File: src/hw/rtl/kcpt_pkg.sv
// shared types, key codes and constants for the keypad complementary pulse timer
`timescale 1ns / 1ps
`default_nettype none

package kcpt_pkg;

    // default counter width for timing registers
    localparam int DEF_COUNT_WIDTH = 20;

    // reset values of the timing settings
    localparam logic [31:0] ON_TICKS_RESET   = 32'd100;
    localparam logic [31:0] OFF_TICKS_RESET  = 32'd100;
    localparam logic [31:0] RUN_LENGTH_RESET = 32'd1000;

    // accepted range of a committed entry
    localparam logic [31:0] ENTRY_MIN = 32'd100;
    localparam logic [31:0] ENTRY_MAX = 32'd999900;

    // item kinds
    localparam logic REQ_TICK = 1'b0;
    localparam logic REQ_KEY  = 1'b1;

    // key codes
    localparam logic [3:0] KEY_DIGIT_MAX = 4'd9;
    localparam logic [3:0] KEY_A         = 4'd10;
    localparam logic [3:0] KEY_B         = 4'd11;
    localparam logic [3:0] KEY_C         = 4'd12;
    localparam logic [3:0] KEY_D         = 4'd13;
    localparam logic [3:0] KEY_STAR      = 4'd14;
    localparam logic [3:0] KEY_HASH      = 4'd15;

    // edit targets
    localparam logic [1:0] EDIT_ON  = 2'd0;
    localparam logic [1:0] EDIT_OFF = 2'd1;
    localparam logic [1:0] EDIT_RUN = 2'd2;
    localparam logic [1:0] EDIT_BAD = 2'd3;

    typedef struct packed {
        logic       req_type;
        logic [3:0] key_code;
    } kcpt_in_t;

    typedef struct packed {
        logic        pulse_a;
        logic        pulse_b;
        logic        running_led;
        logic [1:0]  edit_target;
        logic [31:0] entry_shown;
    } kcpt_out_t;

endpackage : kcpt_pkg

`default_nettype wire

File: src/hw/rtl/kcpt_engine.sv
// timer, phase and keypad entry state with next-state logic for one item
`timescale 1ns / 1ps
`default_nettype none

module kcpt_engine
    import kcpt_pkg::*;
#(
    parameter int COUNT_WIDTH = DEF_COUNT_WIDTH
)
(
    input  wire logic      clk,
    input  wire logic      rst_n,
    input  wire logic      step,
    input  wire kcpt_in_t  item,
    output kcpt_out_t      result
);

    typedef logic [COUNT_WIDTH-1:0] cnt_t;

    cnt_t        on_ticks_reg,    on_ticks_next;
    cnt_t        off_ticks_reg,   off_ticks_next;
    cnt_t        run_length_reg,  run_length_next;
    cnt_t        phase_count_reg, phase_count_next;
    cnt_t        remaining_reg,   remaining_next;
    logic        active_reg,      active_next;
    logic        phase_high_reg,  phase_high_next;
    logic [31:0] entry_reg,       entry_next;
    logic [1:0]  edit_mode_reg,   edit_mode_next;
    logic        lvl_a_reg,       lvl_a_next;
    logic        lvl_b_reg,       lvl_b_next;
    logic        lvl_led_reg,     lvl_led_next;

    cnt_t        phase_inc;
    logic [31:0] entry_times_ten;
    logic        entry_in_range;

    assign phase_inc       = phase_count_reg + cnt_t'(1);
    assign entry_times_ten = {entry_reg[28:0], 3'b000} + {entry_reg[30:0], 1'b0};
    assign entry_in_range  = (entry_reg >= ENTRY_MIN) && (entry_reg <= ENTRY_MAX);

    // next state for one item
    always_comb
    begin
        on_ticks_next    = on_ticks_reg;
        off_ticks_next   = off_ticks_reg;
        run_length_next  = run_length_reg;
        phase_count_next = phase_count_reg;
        remaining_next   = remaining_reg;
        active_next      = active_reg;
        phase_high_next  = phase_high_reg;
        entry_next       = entry_reg;
        edit_mode_next   = edit_mode_reg;
        lvl_a_next       = lvl_a_reg;
        lvl_b_next       = lvl_b_reg;
        lvl_led_next     = lvl_led_reg;

        if (item.req_type == REQ_TICK)
        begin
            if (active_reg)
            begin
                // phase advance and edge swap
                if (!phase_high_reg && (phase_inc >= on_ticks_reg))
                begin
                    lvl_a_next       = 1'b0;
                    lvl_b_next       = 1'b1;
                    phase_high_next  = 1'b1;
                    phase_count_next = '0;
                end
                else if (phase_high_reg && (phase_inc >= off_ticks_reg))
                begin
                    lvl_a_next       = 1'b1;
                    lvl_b_next       = 1'b0;
                    phase_high_next  = 1'b0;
                    phase_count_next = '0;
                end
                else
                begin
                    phase_count_next = phase_inc;
                end

                // run length countdown
                if (remaining_reg != '0)
                begin
                    remaining_next = remaining_reg - cnt_t'(1);
                    if (remaining_reg == cnt_t'(1))
                    begin
                        active_next  = 1'b0;
                        lvl_a_next   = 1'b0;
                        lvl_b_next   = 1'b0;
                        lvl_led_next = 1'b0;
                    end
                end
            end
        end
        else if (item.key_code <= KEY_DIGIT_MAX)
        begin
            entry_next = entry_times_ten + {28'd0, item.key_code};
        end
        else
        begin
            case (item.key_code)
                KEY_A:
                begin
                    if (!active_reg)
                    begin
                        active_next    = 1'b1;
                        remaining_next = run_length_reg;
                        lvl_led_next   = 1'b1;
                    end
                    else
                    begin
                        active_next  = 1'b0;
                        lvl_a_next   = 1'b0;
                        lvl_b_next   = 1'b0;
                        lvl_led_next = 1'b0;
                    end
                end
                KEY_B:
                begin
                    edit_mode_next = EDIT_ON;
                    entry_next     = 32'(on_ticks_reg);
                end
                KEY_C:
                begin
                    edit_mode_next = EDIT_OFF;
                    entry_next     = 32'(off_ticks_reg);
                end
                KEY_D:
                begin
                    edit_mode_next = EDIT_RUN;
                    entry_next     = 32'(run_length_reg);
                end
                KEY_HASH:
                begin
                    if (entry_in_range)
                    begin
                        case (edit_mode_reg)
                            EDIT_ON:  on_ticks_next   = cnt_t'(entry_reg);
                            EDIT_OFF: off_ticks_next  = cnt_t'(entry_reg);
                            default:  run_length_next = cnt_t'(entry_reg);
                        endcase
                    end
                    entry_next = '0;
                end
                default:
                begin
                    // star key leaves everything as it is
                end
            endcase
        end
    end

    // result item follows the updated state
    always_comb
    begin
        result.pulse_a     = lvl_a_next;
        result.pulse_b     = lvl_b_next;
        result.running_led = lvl_led_next;
        result.edit_target = edit_mode_next;
        result.entry_shown = entry_next;
    end

    // state registers
    always_ff @(posedge clk or negedge rst_n)
    begin
        if (!rst_n)
        begin
            on_ticks_reg    <= cnt_t'(ON_TICKS_RESET);
            off_ticks_reg   <= cnt_t'(OFF_TICKS_RESET);
            run_length_reg  <= cnt_t'(RUN_LENGTH_RESET);
            phase_count_reg <= '0;
            remaining_reg   <= '0;
            active_reg      <= 1'b0;
            phase_high_reg  <= 1'b0;
            entry_reg       <= '0;
            edit_mode_reg   <= EDIT_ON;
            lvl_a_reg       <= 1'b0;
            lvl_b_reg       <= 1'b0;
            lvl_led_reg     <= 1'b0;
        end
        else if (step)
        begin
            on_ticks_reg    <= on_ticks_next;
            off_ticks_reg   <= off_ticks_next;
            run_length_reg  <= run_length_next;
            phase_count_reg <= phase_count_next;
            remaining_reg   <= remaining_next;
            active_reg      <= active_next;
            phase_high_reg  <= phase_high_next;
            entry_reg       <= entry_next;
            edit_mode_reg   <= edit_mode_next;
            lvl_a_reg       <= lvl_a_next;
            lvl_b_reg       <= lvl_b_next;
            lvl_led_reg     <= lvl_led_next;
        end
    end

    // complementary outputs never overlap
    assert property (@(posedge clk) disable iff (!rst_n) !(lvl_a_reg && lvl_b_reg))
        else $error("pulse outputs high together");

    // led tracks the run state
    assert property (@(posedge clk) disable iff (!rst_n) lvl_led_reg == active_reg)
        else $error("led differs from run state");

    // pulses only drive while running
    assert property (@(posedge clk) disable iff (!rst_n)
        (lvl_a_reg || lvl_b_reg) |-> active_reg)
        else $error("pulse output high while stopped");

    // edit target stays among the three settings
    assert property (@(posedge clk) disable iff (!rst_n) edit_mode_reg != EDIT_BAD)
        else $error("edit target out of range");

endmodule : kcpt_engine

`default_nettype wire

File: src/hw/rtl/keypad_complementary_pulse_timer.sv
// top level of the keypad complementary pulse timer with registered result item
`timescale 1ns / 1ps
`default_nettype none

// Keypad complementary pulse timer. Each input item is a timer tick or a key
// press and yields exactly one result item with the pulse levels, the run led,
// the edit target and the entry value after that item. An item is handled in
// a single pass of logic at acceptance and its result appears in the output
// register on the next cycle, so one item is taken every cycle.
// A new item is accepted whenever the output register is empty or is being
// taken in the same cycle; the only thing that holds the input back is a
// stalled consumer. COUNT_WIDTH (20 to 32) sets the width of the on time, off
// time, duration and phase counters.

module keypad_complementary_pulse_timer
    import kcpt_pkg::*;
#(
    parameter int COUNT_WIDTH = DEF_COUNT_WIDTH
)
(
    input  wire logic      clk,
    input  wire logic      rst_n,
    input  wire logic      in_valid,
    output logic           in_ready,
    input  wire kcpt_in_t  in_item,
    output logic           out_valid,
    input  wire logic      out_ready,
    output kcpt_out_t      out_item
);

    logic      step;
    kcpt_out_t result;
    logic      out_valid_reg, out_valid_next;
    kcpt_out_t out_item_reg;

    // accept when the result slot is free or draining
    assign in_ready = !out_valid_reg || out_ready;
    assign step     = in_valid && in_ready;

    kcpt_engine #(
        .COUNT_WIDTH (COUNT_WIDTH)
    ) u_engine (
        .clk    (clk),
        .rst_n  (rst_n),
        .step   (step),
        .item   (in_item),
        .result (result)
    );

    // output valid tracking
    always_comb
    begin
        out_valid_next = out_valid_reg;
        if (step)
        begin
            out_valid_next = 1'b1;
        end
        else if (out_ready)
        begin
            out_valid_next = 1'b0;
        end
    end

    always_ff @(posedge clk or negedge rst_n)
    begin
        if (!rst_n)
        begin
            out_valid_reg <= 1'b0;
        end
        else
        begin
            out_valid_reg <= out_valid_next;
        end
    end

    // result payload register
    always_ff @(posedge clk)
    begin
        if (step)
        begin
            out_item_reg <= result;
        end
    end

    assign out_valid = out_valid_reg;
    assign out_item  = out_item_reg;

endmodule : keypad_complementary_pulse_timer

`default_nettype wire

File: config.mk
export PLATFORM = sky130hd
export DESIGN_NAME = keypad_complementary_pulse_timer
export DESIGN_NICKNAME = d
export VERILOG_FILES = /design/src/hw/rtl/kcpt_pkg.sv /design/src/hw/rtl/kcpt_engine.sv /design/src/hw/rtl/keypad_complementary_pulse_timer.sv
export SDC_FILE = /design/constraint.sdc
export NUM_CORES = 1
export LEC_CHECK = 0
export ABC_CLOCK_PERIOD_IN_PS = 3880
export CAP_MARGIN = 20
export CORE_UTILIZATION = 35
export DETAILED_ROUTE_END_ITERATION = 10
export DONT_BUFFER_PORTS = 1
export PLACE_DENSITY = 0.5
export SLEW_MARGIN = 20
export SYNTH_ARGS = -nofsm -noshare
export SYNTH_HDL_FRONTEND = slang
export SYNTH_SLANG_ARGS = --single-unit
File: constraint.sdc
create_clock -name clk -period 3.88 [get_ports clk]
set_input_delay 0.776 -clock clk [delete_from_list [all_inputs] [get_ports clk]]
set_output_delay 0.776 -clock clk [all_outputs]
set_load 0.01 [all_outputs]
-- Yosys cells after proc, flatten, opt, wreduce, memory -nomap -nowiden
Cells that the tools add are included.
- register bits after elaboration: 177
- bits of input ports: 9
- output and inout bits: 39
- word-level logic and storage cells: 110
- add/sub/neg operators: 4
- magnitude comparators: 5
- equality and inequality tests: 10
- muxes and demuxes: 49
- bitwise gates (word level): 3
- reduce and logical (&&, ||, !) cells: 21
- operators with widths (operator ; number):
    2-to-1 mux 20 bit ; 8
    one-hot mux 32 bit (4 select lines) ; 1
    2-to-1 mux 32 bit ; 2
    greater-or-equal comparator 20 bit ; 2
    2-to-1 mux 1 bit ; 35
    adder 32 bit ; 1
    adder 32 x 4 -> 32 bit ; 1
    greater-or-equal comparator 32 x 7 -> 1 bit (second input constant) ; 1
    <= comparator 32 x 20 -> 1 bit (second input constant) ; 1
    AND reduction 6 bit ; 4
    adder 20 x 1 -> 20 bit (second input constant) ; 1
    == test 20 x 1 -> 1 bit (second input constant) ; 1
    == test 4 bit (second input constant) ; 5
    nonzero test 20 bit ; 1
    subtractor 20 x 1 -> 20 bit (second input constant) ; 1
    nonzero test 2 bit ; 4
    one-hot mux 2 bit (3 select lines) ; 1
    AND reduction 3 bit ; 2
    <= comparator 4 bit (second input constant) ; 1
    logical AND 1 bit ; 4
    2-to-1 mux 2 bit ; 2
    != test 2 bit (second input constant) ; 2
    AND reduction 4 bit ; 1
    NOT 1 bit ; 3
    other kinds (6) ; 7

-- Longest topological paths before layout
- word-level depth: 9
- gate-level depth with buffers: 16

-- Modules after synthesis
Synthesis repeated with hierarchy kept, for this count alone.
- cells, all modules: 1305
- area total of the unflattened synthesis: 12060.3 µm²
- modules (own cells, without submodules) (module ; instances ; cells each ; area each (µm²) ; sequential area each (µm²)):
    kcpt_engine ; 1 ; 1264 ; 10895.4 ; 3493.4
    keypad_complementary_pulse_timer ; 1 ; 41 ; 1164.9 ; 1136.1

-- Worst setup path before layout
No wires, ideal clock.
- path type: flip-flop to flip-flop
- from: register u_engine.phase_count_reg[0]
- to: register out_item_reg, in the netlist out_item[35], data pin
- library setup time: 0.153 ns
- arrival: 3.379 ns
- data required time: 3.727 ns
- setup slack: 0.348 ns
- cell stages (with the launch flop): 16
- path buffers: 1
- cell sequence: dfrtp_1 > nand3_1 > nor4_1 > nand2_1 > nor2_1 > and3_1 > xor2_1 > ha_1 > a21oi_1 > o21ai_0 > nor4_1 > o21ai_0 > o211ai_1 > clkbuf_1 > a21oi_1 > o22ai_1
- RTL lines (item ; RTL line ; source):
    start: declaration ; kcpt_engine.sv:23 ; cnt_t phase_count_reg, phase_count_next;
    start signal: assignment ; kcpt_engine.sv:186 ; phase_count_reg <= phase_count_next;
    end signal: assignment ; keypad_complementary_pulse_timer.sv:81 ; out_item_reg <= result;
    end: declaration ; keypad_complementary_pulse_timer.sv:34 ; kcpt_out_t out_item_reg;

-- Worst setup path after layout
- from: register u_engine.phase_count_reg[0]
- to: register u_engine.phase_count_reg[2]
- longest elaborated chain between the ends: 5
- elaborated cells between the ends (all ways): 7
- classes of those cells: add/sub: 1; order compare: 2; mux: 2; reduce/logical: 2
- RTL lines (item ; RTL line ; source):
    adder 20 x 1 -> 20 bit * ; kcpt_engine.sv:37 ; assign phase_inc = phase_count_reg + cnt_t'(1);
    greater-or-equal comparator 20 bit ; kcpt_engine.sv:69 ; else if (phase_high_reg && (phase_inc >= off_ticks_reg))
    logical AND 1 bit ; kcpt_engine.sv:69 ;
    2-to-1 mux 20 bit ; kcpt_engine.sv:69 ;
    2-to-1 mux 20 bit * ; kcpt_engine.sv:62 ; if (!phase_high_reg && (phase_inc >= on_ticks_reg))
Mark *: on every way between the ends. The rest lies on a longest branch, timed or not.
A chain may end at the register's enable or synchronous reset.

==> flow_summary.json <==
{
  "outcome": "finished, final reports clean",
  "drc_errors": 0,
  "drt-pass1-iter-count": 8,
  "syn_to_final_growth_pct": 10.3,
  "yosysWarningCount": 0,
  "grt.total_usage_pct": 21.8,
  "fmax_mhz": 289,
  "holdBufCountCts": 0,
  "cts_setup_buffers": 0,
  "start_util_pct": 35.7,
  "synth_flop_cell": "dfrtp_1",
  "cp-end-kind": "flop",
  "nFillCells": 3296,
  "post_cts_resized": 0,
  "ctsRootBufferMaster": "clkbuf_16",
  "cp-start-kind": "flop",
  "routabilityCongestion": 0.873,
  "grt_overflow_total": 0,
  "cp_top_family": "compound AO/OA/AOI/OAI gates",
  "place_area_um2": 12300,
  "wl_um": 35700,
  "clock_sinks": 177,
  "synth_top_area_share_pct": 27.5,
  "crit_start": "u_engine.phase_count_reg[0]",
  "syn_inst": 1242,
  "synthDistinctLibCells": 81,
  "setup_viol": 0,
  "drive_above_1_share_pct": 10.3,
  "syn_area_um2": 11700,
  "synth_edf_count": 37,
  "min_path_type": "in2async",
  "largest_register_ffs": 37,
  "cts.path.max_buffers": 2,
  "ant_nets": 0,
  "multi_input_area_um2": 6560,
  "synth_seq_area_share_pct": 39.7,
  "path_clk_slew_ns": 0.08,
  "final-max-slew-violation-count": 0,
  "max_stage_delay_ns": 0.43,
  "clock_latency_ns": 0.45,
  "period_needed_ns": 3.45,
  "power.total_mw": 8.39,
  "crit_chain": "ha_1, nand3_1, nor2_4, nand3_2, nor2_2, nand3_1, xnor2_1, ha_1, a21oi_1, o21ai_0, nor4_1, o21ai_0, o211ai_1, buf_4, a31oi_1, o22ai_1",
  "cp.arrival_ns": 3.77,
  "maxCapViolCount": 0,
  "std_cell_rows": 66,
  "p_leak_nw": 5.63,
  "internal_power_mw": 4.75,
  "swShare_pct": 43.5,
  "yosysTopAreaCell": "dfrtp_1",
  "synth_nets": 1354,
  "crit_path_max_fanout": 7,
  "postLayoutCoreUtil_pct": 39.4,
  "io_pins": 48,
  "power_density_nw_per_um2": 653,
  "ff_latch_area_um2": 4630,
  "switchingPower_mw": 3.65,
  "grt_first_pass_wirelength_um": 55500,
  "finalHoldViolations": 0,
  "drt_iter0_drc": 746,
  "synth_seq_cells": 177,
  "htreeDepth": 4,
  "cp_slowest_cell": "dfrtp_2",
  "die_h_um": 184,
  "cts_tree": "yes",
  "grt_max_degree": 141,
  "required_ns": 4.20,
  "pwr-share-comb_pct": 44.7,
  "timing.slew.headroom_pct": 52.8,
  "clkPwrFrac_pct": 20.7,
  "cts_buffers": 17,
  "worst_pin_slew_ns": 0.701,
  "synth_area_leaders": "dfrtp_1, ha_1, edfxtp_1, nand2_1, o21ai_0",
  "viasPerCell": 5.66,
  "dieArea_um2": 34000,
  "reg2reg_from": "u_engine.phase_count_reg[0]",
  "via_count": 9617,
  "wire_per_inst_um": 21.0,
  "worst-path-buf-inv": 1,
  "final_nets": 1356,
  "crit_cells": 16,
  "antenna_found_initial": 0,
  "r2r_cells": 16,
  "path_class": "reg2reg",
  "async_reset_ff_share_pct": 79.1,
  "ir_drop_uv": 377,
  "die_w_um": 184,
  "seqPwrFrac_pct": 34.6,
  "period_share_pct": 89.0,
  "dp_hpwl_um": 25700,
  "avgSynthCellArea_um2": 9.38,
  "final_area_um2": 12800,
  "clock_skew_ns": 0.0145,
  "grt_pass1_vias": 9174,
  "core_um2": 32600,
  "portBuffers": 0
}
==> worst reg2reg max path: cells and delay by family, from the launching register on <==
kind	cells	cell delay, ns
AOI/OAI and AO/OA	6	1.04
and+or+nand+nor	6	0.93
adders and majority gates	2	0.47
DFF	1	0.43
xor gates and xnor gates	1	0.26
buffers and inverters	1	0.20
==> synthesized netlist by cell type (20+ instances only) <==
library cell  count
nand2_1         158
dfrtp_1         128
o21ai_0         102
ha_1            101
a21oi_1          86
nor2_1           66
inv_1            64
clkbuf_1         39
edfxtp_1         37
nand3_1          29
xnor2_1          27
nor3_1           25
a22o_1           21
mux2_1           20
==> cell families after synthesis <==
family          count (synthesis)  synth area share (%)
simple gates                  380                  15.7
flops                         177                  39.7
mux                            63                  6.46
xor+xnor                       42                  3.16
buf+inv                       122                  4.25
compound gates                355                  19.5
fa+ha+maj                     103                  11.2
==> stage by stage <==
step                      hold slack (ns)  worst slack, ns  cells  TNS [ns]
after floorplan                     0.472            0.348   1242         0
after global placement              0.494            0.308   1667         0
after detailed placement            0.496            0.218   1667         0
after CTS                         0.00467            0.191   1699         0
after global routing               0.0194         -0.00232   1699  -0.00232
final                              0.0408            0.426   1700         0
==> final timing paths <==
kind                                               end  slack (ns)
min in group clk                             out_valid        0.44
hold reg to reg                     u_engine.lvl_a_reg        0.51
setup reg to reg           u_engine.phase_count_reg[2]        0.43
max in group asynchronous    u_engine.off_ticks_reg[2]        3.52
hold / removal               u_engine.remaining_reg[7]        0.04
setup / recovery           u_engine.phase_count_reg[2]        0.43
==> metal layers <==
layer  vias to the layer above  wire length (um)  global-route usage, %
met4                         0               605                   6.17
met1                      4786             17200                   30.6
met2                       206             16400                   34.4
met3                        33              1430                   3.48
li1                       4592                 -                      -
met5                         -                 0                      0
==> cell usage in the layout (no fill, tap or decap), drive strengths merged, types with 7 or more instances in the layout <==
| master | netlist | layout |
|---|---|---|
| nand3 | 29 | 29 |
| xor2 | 15 | 15 |
| mux2i | 19 | 19 |
| a211oi | 12 | 12 |
| clkbuf | 39 | 20 |
| and2 | 8 | 8 |
| o21bai | 7 | 7 |
| ha | 101 | 101 |
| buf | 16 | 38 |
| nand2b | 9 | 9 |
| a22o | 21 | 21 |
| inv | 66 | 73 |
| o221ai | 7 | 7 |
| edfxtp | 37 | 37 |
| o211ai | 9 | 9 |
| a21oi | 87 | 87 |
| a22oi | 17 | 17 |
| nor4 | 9 | 9 |
| mux2 | 44 | 44 |
| nor3 | 27 | 27 |
| or3 | 14 | 14 |
| dfrtp | 128 | 128 |
| dfstp | 12 | 12 |
| a221o | 8 | 8 |
| a31oi | 18 | 18 |
| o21ai | 103 | 103 |
| xnor2 | 27 | 27 |
| o22ai | 12 | 12 |
| nor2 | 66 | 66 |
| nand4 | 19 | 19 |
| nand2 | 158 | 158 |
| a21o | 8 | 8 |
| and3 | 10 | 10 |
==> final cells by class <==
type,count,area share (%)
inverter,67,1.96
timing repair buffer,38,2.22
tap,442,4.30
antenna,1,0.0195
clock buffer,20,3.40
clock inverter,12,0.964
multi-input combinational,943,51.1
sequential,177,36.0
==> power groups by stage <==
stage          Sequential [mW]  Combinational [mW]  Clock, mW
3_5_place_dp              2.93                3.73          0
2_1_floorplan             2.75                2.77          0
5_1_grt                   2.97                4.22       1.84
3_3_place_gp              2.93                3.72          0
4_1_cts                   2.90                3.75       1.76
6_report                  2.91                3.75       1.73
Power figures use the tool's default switching activity.
